## src/design/chlbm_pkg.sv

```systemverilog
`timescale 1ns / 1ps
`default_nettype none

package chlbm_pkg;

   localparam int unsigned NUM_BUFFERS_DEF  = 4;
   localparam int unsigned BUFFER_BYTES_DEF = 4096;

   // longest line: 8 timestamp digits, 8 id digits, 16 data digits, newline
   localparam int unsigned LINE_MAX_CHARS = 8 + 8 + 16 + 1;
   localparam int unsigned MSG_BITS       = 32 + 32 + 64;
   localparam int unsigned CNT_W          = 6;

   localparam logic [7:0] CHAR_NEWLINE = 8'h0A;

   typedef enum logic [1:0] {
      OP_LOG       = 2'd0,
      OP_HEARTBEAT = 2'd1,
      OP_FLUSH     = 2'd2,
      OP_NONE      = 2'd3
   } opcode_type;

   typedef enum logic [1:0] {
      KIND_CHAR    = 2'd0,
      KIND_RELEASE = 2'd1,
      KIND_FULL    = 2'd2
   } kind_type;

   function automatic logic [7:0] hex_char(input logic [3:0] nib);
      logic [7:0] ch;
      if (nib < 4'd10) begin
         ch = 8'h30 + {4'h0, nib};
      end else begin
         ch = 8'h37 + {4'h0, nib};
      end
      return ch;
   endfunction

endpackage

`default_nettype wire

```

## src/design/chlbm_req_if.sv

```systemverilog
`timescale 1ns / 1ps
`default_nettype none

interface chlbm_req_if;
   logic       valid;
   logic       ready;
   logic [1:0] opcode;
   logic [31:0] timestamp;
   logic [31:0] sid;
   logic [3:0] dlc;
   logic [7:0] data_byte0;
   logic [7:0] data_byte1;
   logic [7:0] data_byte2;
   logic [7:0] data_byte3;
   logic [7:0] data_byte4;
   logic [7:0] data_byte5;
   logic [7:0] data_byte6;
   logic [7:0] data_byte7;

   modport source (
      output valid, output opcode, output timestamp, output sid, output dlc,
      output data_byte0, output data_byte1, output data_byte2, output data_byte3,
      output data_byte4, output data_byte5, output data_byte6, output data_byte7,
      input  ready
   );

   modport sink (
      input  valid, input opcode, input timestamp, input sid, input dlc,
      input  data_byte0, input data_byte1, input data_byte2, input data_byte3,
      input  data_byte4, input data_byte5, input data_byte6, input data_byte7,
      output ready
   );
endinterface

`default_nettype wire

```

## src/design/chlbm_rsp_if.sv

```systemverilog
`timescale 1ns / 1ps
`default_nettype none

interface chlbm_rsp_if;
   logic        valid;
   logic        ready;
   logic [1:0]  kind;
   logic [1:0]  buffer_number;
   logic [11:0] offset;
   logic [7:0]  character;
   logic [12:0] release_length;
   logic        last;

   modport source (
      output valid, output kind, output buffer_number, output offset,
      output character, output release_length, output last,
      input  ready
   );

   modport sink (
      input  valid, input kind, input buffer_number, input offset,
      input  character, input release_length, input last,
      output ready
   );
endinterface

`default_nettype wire

```

## src/design/can_hex_log_buffer_manager_top.sv

```systemverilog
// CAN message hex logger with a ring of NUM_BUFFERS log buffers.
// req_chan (valid/ready) carries one command beat: log a message, heartbeat
// (release ready buffers in ring order from the write pointer) or force flush
// (release every nonempty buffer). rsp_chan (valid/ready) returns the results
// of that beat in order, the final one flagged with last.
// A log beat emits one ASCII character per cycle, while the receiver does not
// stall, out of a 128-bit shift register that moves one hex digit per
// character: 17 to 33 characters, the first one registered once in ST_LOG. A
// log into a buffer still marked ready gives a single all-full result.
// A heartbeat or flush scans one buffer per cycle while the receiver does not
// stall; with nothing to release it gives no result and the block is ready
// again on the next cycle.
// req_chan.ready is high only between commands. rsp_chan has an output
// register; while the receiver stalls the engine holds its position, so no
// result is dropped or repeated.
// Reset (synchronous) clears the write pointer, all fill levels and ready
// flags at once; the block takes a command on the first cycle after reset.
`timescale 1ns / 1ps
`default_nettype none

module can_hex_log_buffer_manager_top #(
   parameter int unsigned NUM_BUFFERS  = chlbm_pkg::NUM_BUFFERS_DEF,
   parameter int unsigned BUFFER_BYTES = chlbm_pkg::BUFFER_BYTES_DEF
) (
   input  wire logic   clock,
   input  wire logic   reset,
   chlbm_req_if.sink   req_chan,
   chlbm_rsp_if.source rsp_chan
);

   localparam int unsigned IDX_W  = $clog2(NUM_BUFFERS);
   localparam int unsigned FILL_W = $clog2(BUFFER_BYTES);
   localparam int unsigned CNT_W  = chlbm_pkg::CNT_W;
   localparam int unsigned MSG_W  = chlbm_pkg::MSG_BITS;
   localparam logic [IDX_W-1:0]  LAST_IDX  = IDX_W'(NUM_BUFFERS - 1);
   localparam logic [FILL_W-1:0] FULL_MARK =
      FILL_W'(BUFFER_BYTES - chlbm_pkg::LINE_MAX_CHARS);

   typedef enum logic [3:0] {
      ST_IDLE = 4'b0001,
      ST_LOG  = 4'b0010,
      ST_REL  = 4'b0100,
      ST_ERR  = 4'b1000
   } state_type;

   state_type             state_ff, state_in;
   logic [IDX_W-1:0]      wp_ff, wp_in;
   logic [FILL_W-1:0]     fill_ff [NUM_BUFFERS];
   logic [FILL_W-1:0]     fill_in [NUM_BUFFERS];
   logic [NUM_BUFFERS-1:0] ready_ff, ready_in;
   logic [NUM_BUFFERS-1:0] mask_ff, mask_in;
   logic [IDX_W-1:0]      scan_ff, scan_in;
   logic [MSG_W-1:0]      msg_ff, msg_in;
   logic [CNT_W-1:0]      cnt_ff, cnt_in;
   logic [CNT_W-1:0]      nlast_ff, nlast_in;
   logic [FILL_W-1:0]     off_ff, off_in;

   logic        rsp_valid_ff, rsp_valid_in;
   logic [1:0]  kind_ff, kind_in;
   logic [1:0]  bufnum_ff, bufnum_in;
   logic [11:0] offset_ff, offset_in;
   logic [7:0]  char_ff, char_in;
   logic [12:0] rlen_ff, rlen_in;
   logic        last_ff, last_in;

   logic [NUM_BUFFERS-1:0] nonempty;
   logic [NUM_BUFFERS-1:0] scan_hot;
   logic [NUM_BUFFERS-1:0] mask_clr;
   logic [IDX_W-1:0]       rd_idx;
   logic [FILL_W-1:0]      rd_fill;
   logic [FILL_W-1:0]      next_fill;
   logic [IDX_W-1:0]       scan_next;
   logic [3:0]             dlen;
   logic [7:0]             cur_char;
   logic                   out_free;
   logic                   accept;

   assign accept   = req_chan.valid && req_chan.ready;
   assign out_free = !rsp_valid_ff || rsp_chan.ready;

   always_comb begin
      for (int i = 0; i < NUM_BUFFERS; i++) begin
         nonempty[i] = (fill_ff[i] != '0);
      end
   end

   // one read mux on the fill levels, shared by log and release
   assign rd_idx    = (state_ff == ST_REL) ? scan_ff : wp_ff;
   assign rd_fill   = fill_ff[rd_idx];
   assign next_fill = off_ff + FILL_W'(1);
   assign scan_hot  = NUM_BUFFERS'(1) << scan_ff;
   assign mask_clr  = mask_ff & ~scan_hot;
   assign scan_next = (scan_ff == LAST_IDX) ? '0 : scan_ff + IDX_W'(1);
   assign dlen      = (req_chan.dlc > 4'd8) ? 4'd8 : req_chan.dlc;
   assign cur_char  = (cnt_ff == nlast_ff) ? chlbm_pkg::CHAR_NEWLINE
                                           : chlbm_pkg::hex_char(msg_ff[MSG_W-1 -: 4]);

   always_comb begin
      state_in = state_ff;
      wp_in    = wp_ff;
      fill_in  = fill_ff;
      ready_in = ready_ff;
      mask_in  = mask_ff;
      scan_in  = scan_ff;
      msg_in   = msg_ff;
      cnt_in   = cnt_ff;
      nlast_in = nlast_ff;
      off_in   = off_ff;

      rsp_valid_in = rsp_valid_ff && !rsp_chan.ready;
      kind_in      = kind_ff;
      bufnum_in    = bufnum_ff;
      offset_in    = offset_ff;
      char_in      = char_ff;
      rlen_in      = rlen_ff;
      last_in      = last_ff;

      case (state_ff)
         ST_IDLE: begin
            if (accept) begin
               case (req_chan.opcode)
                  chlbm_pkg::OP_LOG: begin
                     if (ready_ff[wp_ff]) begin
                        state_in = ST_ERR;
                     end else begin
                        msg_in   = {req_chan.timestamp, req_chan.sid,
                                    req_chan.data_byte0, req_chan.data_byte1,
                                    req_chan.data_byte2, req_chan.data_byte3,
                                    req_chan.data_byte4, req_chan.data_byte5,
                                    req_chan.data_byte6, req_chan.data_byte7};
                        cnt_in   = '0;
                        nlast_in = CNT_W'(16) + {1'b0, dlen, 1'b0};
                        off_in   = rd_fill;
                        state_in = ST_LOG;
                     end
                  end
                  chlbm_pkg::OP_HEARTBEAT: begin
                     mask_in = ready_ff & nonempty;
                     scan_in = wp_ff;
                     if ((ready_ff & nonempty) != '0) begin
                        state_in = ST_REL;
                     end
                  end
                  chlbm_pkg::OP_FLUSH: begin
                     mask_in = nonempty;
                     scan_in = '0;
                     if (nonempty != '0) begin
                        state_in = ST_REL;
                     end
                  end
                  default: begin
                  end
               endcase
            end
         end
         ST_LOG: begin
            if (out_free) begin
               rsp_valid_in = 1'b1;
               kind_in      = chlbm_pkg::KIND_CHAR;
               bufnum_in    = 2'(wp_ff);
               offset_in    = 12'(off_ff);
               char_in      = cur_char;
               rlen_in      = '0;
               last_in      = (cnt_ff == nlast_ff);
               msg_in       = msg_ff << 4;
               cnt_in       = cnt_ff + CNT_W'(1);
               off_in       = next_fill;
               if (cnt_ff == nlast_ff) begin
                  fill_in[wp_ff] = next_fill;
                  if (next_fill >= FULL_MARK) begin
                     ready_in[wp_ff] = 1'b1;
                     wp_in = (wp_ff == LAST_IDX) ? '0 : wp_ff + IDX_W'(1);
                  end
                  state_in = ST_IDLE;
               end
            end
         end
         ST_REL: begin
            if (mask_ff[scan_ff]) begin
               if (out_free) begin
                  rsp_valid_in      = 1'b1;
                  kind_in           = chlbm_pkg::KIND_RELEASE;
                  bufnum_in         = 2'(scan_ff);
                  offset_in         = '0;
                  char_in           = '0;
                  rlen_in           = 13'(rd_fill);
                  last_in           = (mask_clr == '0);
                  fill_in[scan_ff]  = '0;
                  ready_in[scan_ff] = 1'b0;
                  mask_in           = mask_clr;
                  scan_in           = scan_next;
                  if (mask_clr == '0) begin
                     state_in = ST_IDLE;
                  end
               end
            end else begin
               scan_in = scan_next;
            end
         end
         ST_ERR: begin
            if (out_free) begin
               rsp_valid_in = 1'b1;
               kind_in      = chlbm_pkg::KIND_FULL;
               bufnum_in    = 2'(wp_ff);
               offset_in    = '0;
               char_in      = '0;
               rlen_in      = '0;
               last_in      = 1'b1;
               state_in     = ST_IDLE;
            end
         end
         default: begin
            state_in = ST_IDLE;
         end
      endcase
   end

   always_ff @(posedge clock) begin
      if (reset) begin
         state_ff     <= ST_IDLE;
         wp_ff        <= '0;
         ready_ff     <= '0;
         rsp_valid_ff <= 1'b0;
         for (int i = 0; i < NUM_BUFFERS; i++) begin
            fill_ff[i] <= '0;
         end
      end else begin
         state_ff     <= state_in;
         wp_ff        <= wp_in;
         ready_ff     <= ready_in;
         rsp_valid_ff <= rsp_valid_in;
         fill_ff      <= fill_in;
      end
      mask_ff   <= mask_in;
      scan_ff   <= scan_in;
      msg_ff    <= msg_in;
      cnt_ff    <= cnt_in;
      nlast_ff  <= nlast_in;
      off_ff    <= off_in;
      kind_ff   <= kind_in;
      bufnum_ff <= bufnum_in;
      offset_ff <= offset_in;
      char_ff   <= char_in;
      rlen_ff   <= rlen_in;
      last_ff   <= last_in;
   end

   assign req_chan.ready          = (state_ff == ST_IDLE);
   assign rsp_chan.valid          = rsp_valid_ff;
   assign rsp_chan.kind           = kind_ff;
   assign rsp_chan.buffer_number  = bufnum_ff;
   assign rsp_chan.offset         = offset_ff;
   assign rsp_chan.character      = char_ff;
   assign rsp_chan.release_length = rlen_ff;
   assign rsp_chan.last           = last_ff;

   a_cnt_range: assert property (@(posedge clock) disable iff (reset)
      (state_ff == ST_LOG) |-> (cnt_ff <= nlast_ff))
      else $error("character count ran past end of line");

   a_rel_mask: assert property (@(posedge clock) disable iff (reset)
      (state_ff == ST_REL) |-> (mask_ff != '0))
      else $error("release scan with nothing left to release");

   a_line_end: assert property (@(posedge clock) disable iff (reset)
      (rsp_valid_ff && kind_ff == chlbm_pkg::KIND_CHAR && last_ff)
         |-> (char_ff == chlbm_pkg::CHAR_NEWLINE))
      else $error("log line does not end in newline");

   a_open_room: assert property (@(posedge clock) disable iff (reset)
      !ready_ff[wp_ff] |-> (fill_ff[wp_ff] < FULL_MARK))
      else $error("open buffer lacks room for a full line");

   a_log_done: assert property (@(posedge clock) disable iff (reset)
      (state_ff == ST_LOG && cnt_ff == nlast_ff && out_free) |=> (state_ff == ST_IDLE))
      else $error("log engine did not finish after newline");

endmodule

`default_nettype wire
```

## src/flat_wrapper.sv

```systemverilog
// flat-port wrapper written by rule: the top's interface ports become plain ports
module can_hex_log_buffer_manager_top_flat 
#(
   parameter int unsigned NUM_BUFFERS  = chlbm_pkg::NUM_BUFFERS_DEF,
   parameter int unsigned BUFFER_BYTES = chlbm_pkg::BUFFER_BYTES_DEF
)
  (clock, reset, req_chan_valid, req_chan_opcode, req_chan_timestamp, req_chan_sid, req_chan_dlc, req_chan_data_byte0, req_chan_data_byte1, req_chan_data_byte2, req_chan_data_byte3, req_chan_data_byte4, req_chan_data_byte5, req_chan_data_byte6, req_chan_data_byte7, req_chan_ready, rsp_chan_valid, rsp_chan_kind, rsp_chan_buffer_number, rsp_chan_offset, rsp_chan_character, rsp_chan_release_length, rsp_chan_last, rsp_chan_ready);
  chlbm_req_if req_chan_i ();
  chlbm_rsp_if rsp_chan_i ();
  input  wire logic clock;
  input  wire logic reset;
  input wire logic [$bits(req_chan_i.valid)-1:0] req_chan_valid;
  input wire logic [$bits(req_chan_i.opcode)-1:0] req_chan_opcode;
  input wire logic [$bits(req_chan_i.timestamp)-1:0] req_chan_timestamp;
  input wire logic [$bits(req_chan_i.sid)-1:0] req_chan_sid;
  input wire logic [$bits(req_chan_i.dlc)-1:0] req_chan_dlc;
  input wire logic [$bits(req_chan_i.data_byte0)-1:0] req_chan_data_byte0;
  input wire logic [$bits(req_chan_i.data_byte1)-1:0] req_chan_data_byte1;
  input wire logic [$bits(req_chan_i.data_byte2)-1:0] req_chan_data_byte2;
  input wire logic [$bits(req_chan_i.data_byte3)-1:0] req_chan_data_byte3;
  input wire logic [$bits(req_chan_i.data_byte4)-1:0] req_chan_data_byte4;
  input wire logic [$bits(req_chan_i.data_byte5)-1:0] req_chan_data_byte5;
  input wire logic [$bits(req_chan_i.data_byte6)-1:0] req_chan_data_byte6;
  input wire logic [$bits(req_chan_i.data_byte7)-1:0] req_chan_data_byte7;
  output wire logic [$bits(req_chan_i.ready)-1:0] req_chan_ready;
  output wire logic [$bits(rsp_chan_i.valid)-1:0] rsp_chan_valid;
  output wire logic [$bits(rsp_chan_i.kind)-1:0] rsp_chan_kind;
  output wire logic [$bits(rsp_chan_i.buffer_number)-1:0] rsp_chan_buffer_number;
  output wire logic [$bits(rsp_chan_i.offset)-1:0] rsp_chan_offset;
  output wire logic [$bits(rsp_chan_i.character)-1:0] rsp_chan_character;
  output wire logic [$bits(rsp_chan_i.release_length)-1:0] rsp_chan_release_length;
  output wire logic [$bits(rsp_chan_i.last)-1:0] rsp_chan_last;
  input wire logic [$bits(rsp_chan_i.ready)-1:0] rsp_chan_ready;
  assign req_chan_i.valid = req_chan_valid;
  assign req_chan_i.opcode = req_chan_opcode;
  assign req_chan_i.timestamp = req_chan_timestamp;
  assign req_chan_i.sid = req_chan_sid;
  assign req_chan_i.dlc = req_chan_dlc;
  assign req_chan_i.data_byte0 = req_chan_data_byte0;
  assign req_chan_i.data_byte1 = req_chan_data_byte1;
  assign req_chan_i.data_byte2 = req_chan_data_byte2;
  assign req_chan_i.data_byte3 = req_chan_data_byte3;
  assign req_chan_i.data_byte4 = req_chan_data_byte4;
  assign req_chan_i.data_byte5 = req_chan_data_byte5;
  assign req_chan_i.data_byte6 = req_chan_data_byte6;
  assign req_chan_i.data_byte7 = req_chan_data_byte7;
  assign req_chan_ready = req_chan_i.ready;
  assign rsp_chan_valid = rsp_chan_i.valid;
  assign rsp_chan_kind = rsp_chan_i.kind;
  assign rsp_chan_buffer_number = rsp_chan_i.buffer_number;
  assign rsp_chan_offset = rsp_chan_i.offset;
  assign rsp_chan_character = rsp_chan_i.character;
  assign rsp_chan_release_length = rsp_chan_i.release_length;
  assign rsp_chan_last = rsp_chan_i.last;
  assign rsp_chan_i.ready = rsp_chan_ready;
  can_hex_log_buffer_manager_top #(.NUM_BUFFERS(NUM_BUFFERS), .BUFFER_BYTES(BUFFER_BYTES)) u_core (.clock(clock), .reset(reset), .req_chan(req_chan_i), .rsp_chan(rsp_chan_i));
endmodule
```

## config.mk

```make
export PLATFORM = sky130hd
export DESIGN_NAME = can_hex_log_buffer_manager_top_flat
export DESIGN_NICKNAME = d
export VERILOG_FILES = /design/src/design/chlbm_pkg.sv /design/src/design/chlbm_req_if.sv /design/src/design/chlbm_rsp_if.sv /design/src/design/can_hex_log_buffer_manager_top.sv /design/src/flat_wrapper.sv
export SDC_FILE = /design/constraint.sdc
export NUM_CORES = 1
export LEC_CHECK = 0
export BUFFER_PORTS_ARGS = -buffer_cell sky130_fd_sc_hd__buf_2
export CORE_ASPECT_RATIO = 0.7
export CORE_MARGIN = 2
export CORE_UTILIZATION = 30
export DETAILED_ROUTE_END_ITERATION = 12
export HOLD_SLACK_MARGIN = 0.05
export MAX_ROUTING_LAYER = met4
export PLACE_DENSITY_LB_ADDON = 0.3
export REMOVE_ABC_BUFFERS = 1
export SETUP_SLACK_MARGIN = 0.3
export SLEW_MARGIN = 10
export SYNTH_ARGS = -nofsm -noshare
export SYNTH_HDL_FRONTEND = slang
export SYNTH_SLANG_ARGS = --single-unit
```

## constraint.sdc

```tcl
create_clock -name clock -period 15.8 [get_ports clock]
set_input_delay 0.79 -clock clock [delete_from_list [all_inputs] [get_ports clock]]
set_output_delay 0.79 -clock clock [all_outputs]
set_load 0.005 [all_outputs]
```

# [Yosys cells after proc, flatten, opt, wreduce, memory -nomap -nowiden]
# Cells that the tools add are included.
[word_totals] ff_bits=255 wordCells=210
[op_classes] addsub=7 n_lt_le_gt_ge=12 n_eq_ne=25 shift=1 muxes=99 bitwise=12 reduce_logical=34
[ops] cell="$mux 128" n=4
[ops] cell="$pmux 128 s2" n=1
[ops] cell="$mux 48" n=4
[ops] cell="$mux 12" n=11
[ops] cell="$pmux 48 s2" n=1
[ops] cell="$mux 4" n=19
[ops] cell="$and 48x48->48" n=1
[ops] cell="$bwmux 48" n=1
[ops] cell="$demux 12 s2" n=2
[ops] cell="$not 48->48" n=1
[ops] cell="$reduce_bool 12->1" n=4
[ops] cell="$mux 8" n=5
[ops] cell="$mux 13" n=3
[ops] cell="$pmux 12 s3" n=1
[ops] cell="$mux 2" n=13
[ops] cell="$pmux 13 s2" n=1
[ops] cell="$bmux 12 s2" n=1
[ops] cell="$mux 6" n=4
[ops] cell="$pmux 12 s2" n=1
[ops] cell="$pmux 4 s2" n=3
[ops] cell="$pmux 8 s3" n=1
[ops] cell="$reduce_and 5->1" n=4
[ops] cell="$pmux 4 s4" n=1
[ops] cell="$reduce_and 4->1" n=4
[ops] cell="other kinds (51)" n=99

# [Longest topological paths before layout]
# Gate-level depths: netlist of the first run.
[depth] word_depth=10 mapped_depth=10

# [Least setup slack after synthesis of the first run]
# OpenSTA, ideal clock, no wires.
[synth_timing] path_type="in2reg" start="input rsp_chan_ready" end="register u_core.cnt_ff[0], enable pin" setup_ns=0.654 t_arrival_ns=7.693 setup_slack_ns=7.454 path_stages=5 n_path_buf=2 cell_sequence="nand2b_1 -> clkbuf_1 -> clkbuf_1 -> a22oi_1 -> nor2_1"
[synth_via] elab_chain_len=3
[synth_rtl] item="start: declaration" line="flat_wrapper.sv:33" text="input wire logic [$bits(rsp_chan_i.ready)-1:0] rsp_chan_ready;"
[synth_rtl] item="$logic_or 1x1->1" line="can_hex_log_buffer_manager_top.sv:79" text="assign out_free = !rsp_valid_ff || rsp_chan.ready;"
[synth_rtl] item="$ne 2x1->1 (no source line)"
[synth_rtl] item="$reduce_and 5->1 (no source line)"
[synth_rtl] item="end signal: assignment" line="can_hex_log_buffer_manager_top.sv:237" text="cnt_ff <= cnt_in;"
[synth_rtl] item="end: declaration" line="can_hex_log_buffer_manager_top.sv:54" text="logic [CNT_W-1:0] cnt_ff, cnt_in;"
# No other way between the ends.
# A chain may end at the register's enable or synchronous reset.

# [Worst setup path in the final report of the first run]
[layout_timing] start="register u_core.state_ff[3]" end="register u_core.fill_ff[39] (netlist name)"
[layout_via] elab_chain_len=3
[layout_rtl] item="start: declaration" line="can_hex_log_buffer_manager_top.sv:46" text="state_type state_ff, state_in;"
[layout_rtl] item="start signal: assignment" line="can_hex_log_buffer_manager_top.sv:228" text="state_ff <= state_in;"
[layout_rtl] item="$eq 4x2->1 / $eq 4x3->1 (equally long branches)" line="can_hex_log_buffer_manager_top.sv:118" text="case (state_ff)"
[layout_rtl] item="$ne 2x1->1 (no source line) (tied with other cells)"
[layout_rtl] item="$reduce_and 5->1 (no source line)"
[layout_rtl] item="end signal: assignment" line="can_hex_log_buffer_manager_top.sv:232" text="fill_ff <= fill_in;"
[layout_rtl] item="end: declaration" line="can_hex_log_buffer_manager_top.sv:48" text="logic [FILL_W-1:0] fill_ff [NUM_BUFFERS];"
# Parallel ways exist; a longest one is shown, timed or not.

==> impl_metrics.yaml, run 1 <==
grt:
  grt_pass1_wl_um: 44900
  overflow: 0
  grt_pass1_vias: 8214
  antenna_found_initial: 1
  globalRouteTotalUtil_pct: 14.3
  grt_max_degree: 93
timing:
  min_period_ps: 3260
  finClkSkew_ps: 38.3
  finalSetupTns_ps: 0
  slew_violations: 0
  grt_setup_unrepaired: "no"
  worst_slack_ps: 12540
  slew_headroom_pct: 18.2
  finalSetupViolations: 0
  clock.fmax_mhz: 307
  hold_ws_ps: 467
  final_hold_viol_count: 0
  worst_slew_pin_slew_ps: 1230
  finalCritPeriodShare_pct: 20.6
routing:
  wl_met2_um: 12100
  met3_length_um: 1940
  drtIter0Drc: 745
  wl_met1_um: 13600
  dr.pass1.iters: 5
  wl_um: 28300
  vias: 8549
  drc: 0
  postRouteAntennaNets: 0
  vias_per_cell: 4.74
  wl_per_cell_um: 15.7
  highest_layer: "met4"
worst_setup_path:
  crit_path_max_fanout: 23
  cp-start-kind: "register"
  worst-r2r-cell-count: 7
  critPathKind: "register to register"
  arrival_ps: 3680
  end_kind: "register"
  cp.required_ps: 16220
floorplan:
  io-pin-count: 178
  start_util_pct: 30.3
  die_area_um2: 40200
  chipHeight_um: 168
  die_x_um: 239
  coreArea_um2: 38200
  rows: 60
flow_run:
  cap_violations: 0
clocking:
  cts_hold_buf: 0
  tritoncts: "yes"
  cts_setup_buffers: 0
  htreeDepth: 1
  cts-resized-gates: 0
  cts-root-buf: "clkbuf_16"
  clk_path_buf_depth: 3
  cts_buffers: 27
  clk_pin_slew_ps: 70
  clkSinkCount: 252
  insertion_delay_ps: 580
placed_design:
  place.gp.congestion: 0.855
  dp.cells: 1753
  post-place-ws_ps: 12210
  portBuffers: 175
  hpwl_um: 19000
synth:
  synth_edf_count: 193
  synth.top_cell.area_share_pct: 50.0
  synth.yosys.seq_area_share_pct: 60.2
  yosysWarnings: 0
  synth_top_area_cell: "edfxtp_1"
  netlist_top_cells_area: "edfxtp_1 50%, nand2_1 15%, dfxtp_1 10%"
  synth-main-ff-cell: "edfxtp_1"
  ys_types: 62
  ys_seq_elements: 252
  synth_area_um2: 11600
  syn_inst: 1139
  avgSynthCellArea_um2: 10.2
  synthArstFlopShare_pct: 0
layout:
  layout_common_cells: "448 x nand2_1, 193 x edfxtp_1, 175 x buf_2, 63 x nor2_1, 59 x dfxtp_1"
  layout_commonest_cell: "nand2_1"
  synthToLayoutAreaGrowth_pct: 18.4
  layout.nets: 1439
  drive_gt1_share_pct: 20.6
  layout.cells.non_filler: 1804
power_and_ir_drop:
  power.density_nw_per_um2: 108
  ir_worst_vdd_mv: 0.0803
  leakagePower_uw: 0.00552
hold_path:
  holdPathStages: 1
  hold_class: "primary input to register"
outcome:
  outcome: "complete, no violations"
-- path summary, 6_finish.rpt --
| path | startpoint | to | slack (ps) |
|---|---|---|---|
| setup / recovery | u_core.state_ff[3] | u_core.fill_ff[39] | 12540 |
| hold / removal | req_chan_dlc[3] | u_core.nlast_ff[5] | 470 |
| setup reg to reg | u_core.state_ff[3] | u_core.fill_ff[39] | 12540 |
| hold reg to reg | u_core.fill_ff[24] | u_core.fill_ff[24] | 480 |
-- cells in the mapped netlist (3+ instances only) --
cell       count
o41ai_1        4
a41oi_1        4
nor3_1         4
o21ai_0       22
nand2b_1       6
and3_1         4
a21oi_1       22
xor2_1         4
and2_1        30
nor2b_1        9
mux4_2        14
or2_2          5
edfxtp_1     193
nand4_1        4
ha_1          15
buf_4          7
or3_1          4
o31ai_1        3
dfxtp_1       59
a22oi_1       46
inv_1         15
buf_2          4
nand2_1      448
clkbuf_1      49
o2bb2ai_1      4
nor4_1        16
xnor2_1       12
nor2_1        64
and4_1         4
nand3_1       22
o31a_2         4
-- registers in the layout (all words and copies together) (netlist names), 4 cells and up --
register                        flops
u_core.mask_ff                      4
u_core.off_ff                      12
u_core.rsp_chan.character           7
u_core.msg_ff                     128
u_core.ready_ff                     4
u_core.cnt_ff                       6
u_core.fill_ff                     48
u_core.nlast_ff                     5
u_core.rsp_chan.offset             12
u_core.state_ff                     4
u_core.rsp_chan.release_length     12
-- stage by stage --
stage	cell area, um2	utilization (%)	total power, uW
2_1_floorplan	11200	-	830
3_3_place_gp	12900	33.6	868
3_5_place_dp	12900	33.6	870
4_1_cts	13700	35.9	1500
5_1_grt	13700	35.9	1540
6_report	13700	35.9	1480
-- power by group --
part	switching, uW	leakage [uW]	internal [uW]
clock network	280	0.000432	343
registers	12.3	0.00224	746
logic	59.8	0.00285	36.4
total	352	0.00552	1130
-- cell families (layout without fill, tap and decap cells) --
kind of cell | count (synthesis) | in the layout | synth area share, %
compound gates | 123 | 123 | 7.35
buf+inv | 84 | 251 | 3.43
fa+ha+maj | 15 | 15 | 1.62
xor+xnor | 16 | 16 | 1.21
simple gates | 634 | 634 | 23.4
other cells | 1 | 3 | 0.0324
flops | 252 | 252 | 60.2
mux | 14 | 14 | 2.72
-- routing by layer --
metal / up-vias / global-route usage [%]
li1: 4226 / -
met2: 256 / 21.0
met3: 34 / 2.84
met1: 4033 / 20.4
met5: - / -
met4: 0 / 3.10
-- cell type report --
type / count / area, um2
diodes: 1 / 2.50
clock buffers: 38 / 769
clock inverters: 12 / 86.3
fillers: 3909 / 24500
inverters: 16 / 60.1
multi-input cells: 804 / 4250
flip-flops and latches: 252 / 6980
well taps: 496 / 621
repair buffers: 185 / 951
-- worst max-delay path, cell delays in order, from the launching register on --
cell and delay, ps:
dfxtp_1 330, or4b_1 790, inv_2 400, nand2_1 280
o41ai_4 260, nand3_1 630, a22oi_1 340, nor2_1 60
Note: power is estimated with default switching activity, not from simulation.
==> run 2: changes to the inputs <==
clock period = 3.05 ns   (was 15.8 ns; I/O delays follow)
==> impl_metrics.yaml, run 2 (synthesis results as in run 1) <==
layout:
  top_register: "u_core.msg_ff"
  largestRegisters: "u_core.msg_ff (128), u_core.fill_ff (48)"
  largest_reg_flops: 128
  multi_input_area_um2: 4350
  fill_cells: 3652
  layout.cells.non_filler: 1952
  layout.nets: 1587
  final_core_util_pct: 40.3
  synthToLayoutAreaGrowth_pct: 33.1
  drive_gt1_share_pct: 20.6
  seqCellArea_um2: 6980
  layout_common_cells: "447 x nand2_1, 193 x edfxtp_1, 175 x buf_2, 132 x dlygate4sd3_1, 63 x nor2_1"
  design_area_um2: 15400
  layout_commonest_cell: "nand2_1"
  antenna_cells: 0
timing:
  worst_slew_pin_slew_ps: 903
  finClkSkew_ps: 21.9
  hold_ws_ps: 96.3
  finalCritPeriodShare_pct: 85.2
  slew_violations: 0
  finalSetupViolations: 0
  worst_slack_ps: 453
  grt_setup_unrepaired: "yes"
  final_hold_viol_count: 0
  clock.fmax_mhz: 385
  min_period_ps: 2600
  slew_headroom_pct: 39.2
clocking:
  htreeDepth: 1
  clk_path_buf_depth: 3
  clkSinkCount: 252
  tritoncts: "yes"
  cts-root-buf: "clkbuf_16"
  clk_pin_slew_ps: 60
  cts_buffers: 28
  insertion_delay_ps: 570
hold_path:
  hold_class: "primary input to register"
  holdPathStages: 2
grt:
  antenna_found_initial: 0
  grt_pass1_wl_um: 48000
  overflow: 0
  grt_pass1_vias: 9026
  globalRouteTotalUtil_pct: 15.3
  grt_max_degree: 152
floorplan:
  chipHeight_um: 168
  die_area_um2: 40200
  coreArea_um2: 38200
  start_util_pct: 30.3
  rows: 60
  io-pin-count: 178
  die_x_um: 239
routing:
  drc: 0
  drtIter0Drc: 722
  wl_um: 30700
  vias_per_cell: 4.75
  vias: 9277
  wl_per_cell_um: 15.7
  dr.pass1.iters: 5
  postRouteAntennaNets: 0
placed_design:
  hpwl_um: 19000
  post-place-ws_ps: 176
  portBuffers: 175
  place.gp.congestion: 0.881
  dp.cells: 1765
  placed_area_um2: 13000
worst_setup_path:
  crit_path_start: "u_core.scan_ff[1]"
  worst-r2r-cell-count: 8
  crit_end: "u_core.state_ff[1]"
  worstReg2RegEnd: "u_core.state_ff[1]"
  cp-start-kind: "register"
  cpPeakStageDelay_ps: 480
  ff2ff_setup_slack_ps: 450
  cpLargestDelayFamily: "compound AO/OA/AOI/OAI gates"
  crit_path_max_fanout: 5
  arrival_ps: 3060
  r2r_start: "u_core.scan_ff[1]"
  crit_chain: "inv_1 -> ha_1 -> nor2b_1 -> o41ai_4 -> o221ai_1 -> a211oi_2 -> o211ai_1 -> o41ai_1"
  critPathKind: "register to register"
  cp.required_ps: 3510
  path_depth: 8
  end_kind: "register"
  cp_slowest_cell: "edfxtp_1"
  cp_num_buf_inv: 1
power_and_ir_drop:
  power.density_nw_per_um2: 525
  leakagePower_uw: 0.00622
  ir_worst_vdd_mv: 0.402
flow_run:
  cap_violations: 0
outcome:
  outcome: "complete, no violations"
run 2: how the worst min path moves through the flow:
stage	slack, ps	end	from
6_report	100	u_core.fill_ff[1]	reset
5_1_grt	90	u_core.fill_ff[34]	reset
4_1_cts	60	u_core.fill_ff[34]	reset
3_5_place_dp	410	u_core.nlast_ff[5]	req_chan_dlc[3]
3_3_place_gp	410	u_core.nlast_ff[5]	req_chan_dlc[3]
2_1_floorplan	220	u_core.fill_ff[0]	reset
run 2: final cells by class:
type	count	share of cell area, %
multi-input combinational	805	28.2
timing repair buffer	331	15.8
clock inverter	12	0.706
clock buffer	40	5.58
inverter	16	0.390
tap	496	4.03
sequential	252	45.3
run 2: where the power goes:
part / internal, uW / switching (uW)
clock network: 1990 / 1490
registers: 3860 / 63.1
logic: 320 / 353
run 2: routing by layer:
| layer | GRT usage, % | vias up | wire length [um] | part of all wire, % |
|---|---|---|---|---|
| met5 | - | - | 0 | 0 |
| met4 | 3.70 | 0 | 778 | 2.5 |
| met3 | 3.28 | 49 | 2100 | 6.8 |
| met2 | 22.6 | 299 | 13300 | 43 |
| met1 | 21.5 | 4391 | 14500 | 47 |
| li1 | - | 4538 | - | - |
run 2: what timing repair did:
item,in CTS,in global routing
setup endpoints to repair,50,53
gates resized for setup,1,16
cloned,1,0
hold endpoints to repair,133,0
buffers inserted,0,2
hold buffers,132,0
pin swaps,1,1
run 2: per-stage QoR:
| stage | setup TNS (ps) | power [uW] |
|---|---|---|
| 2_1_floorplan | -1131850 | 4300 |
| 3_3_place_gp | 0 | 4520 |
| 3_5_place_dp | 0 | 4530 |
| 4_1_cts | 0 | 8200 |
| 5_1_grt | 0 | 8410 |
| 6_report | 0 | 8090 |
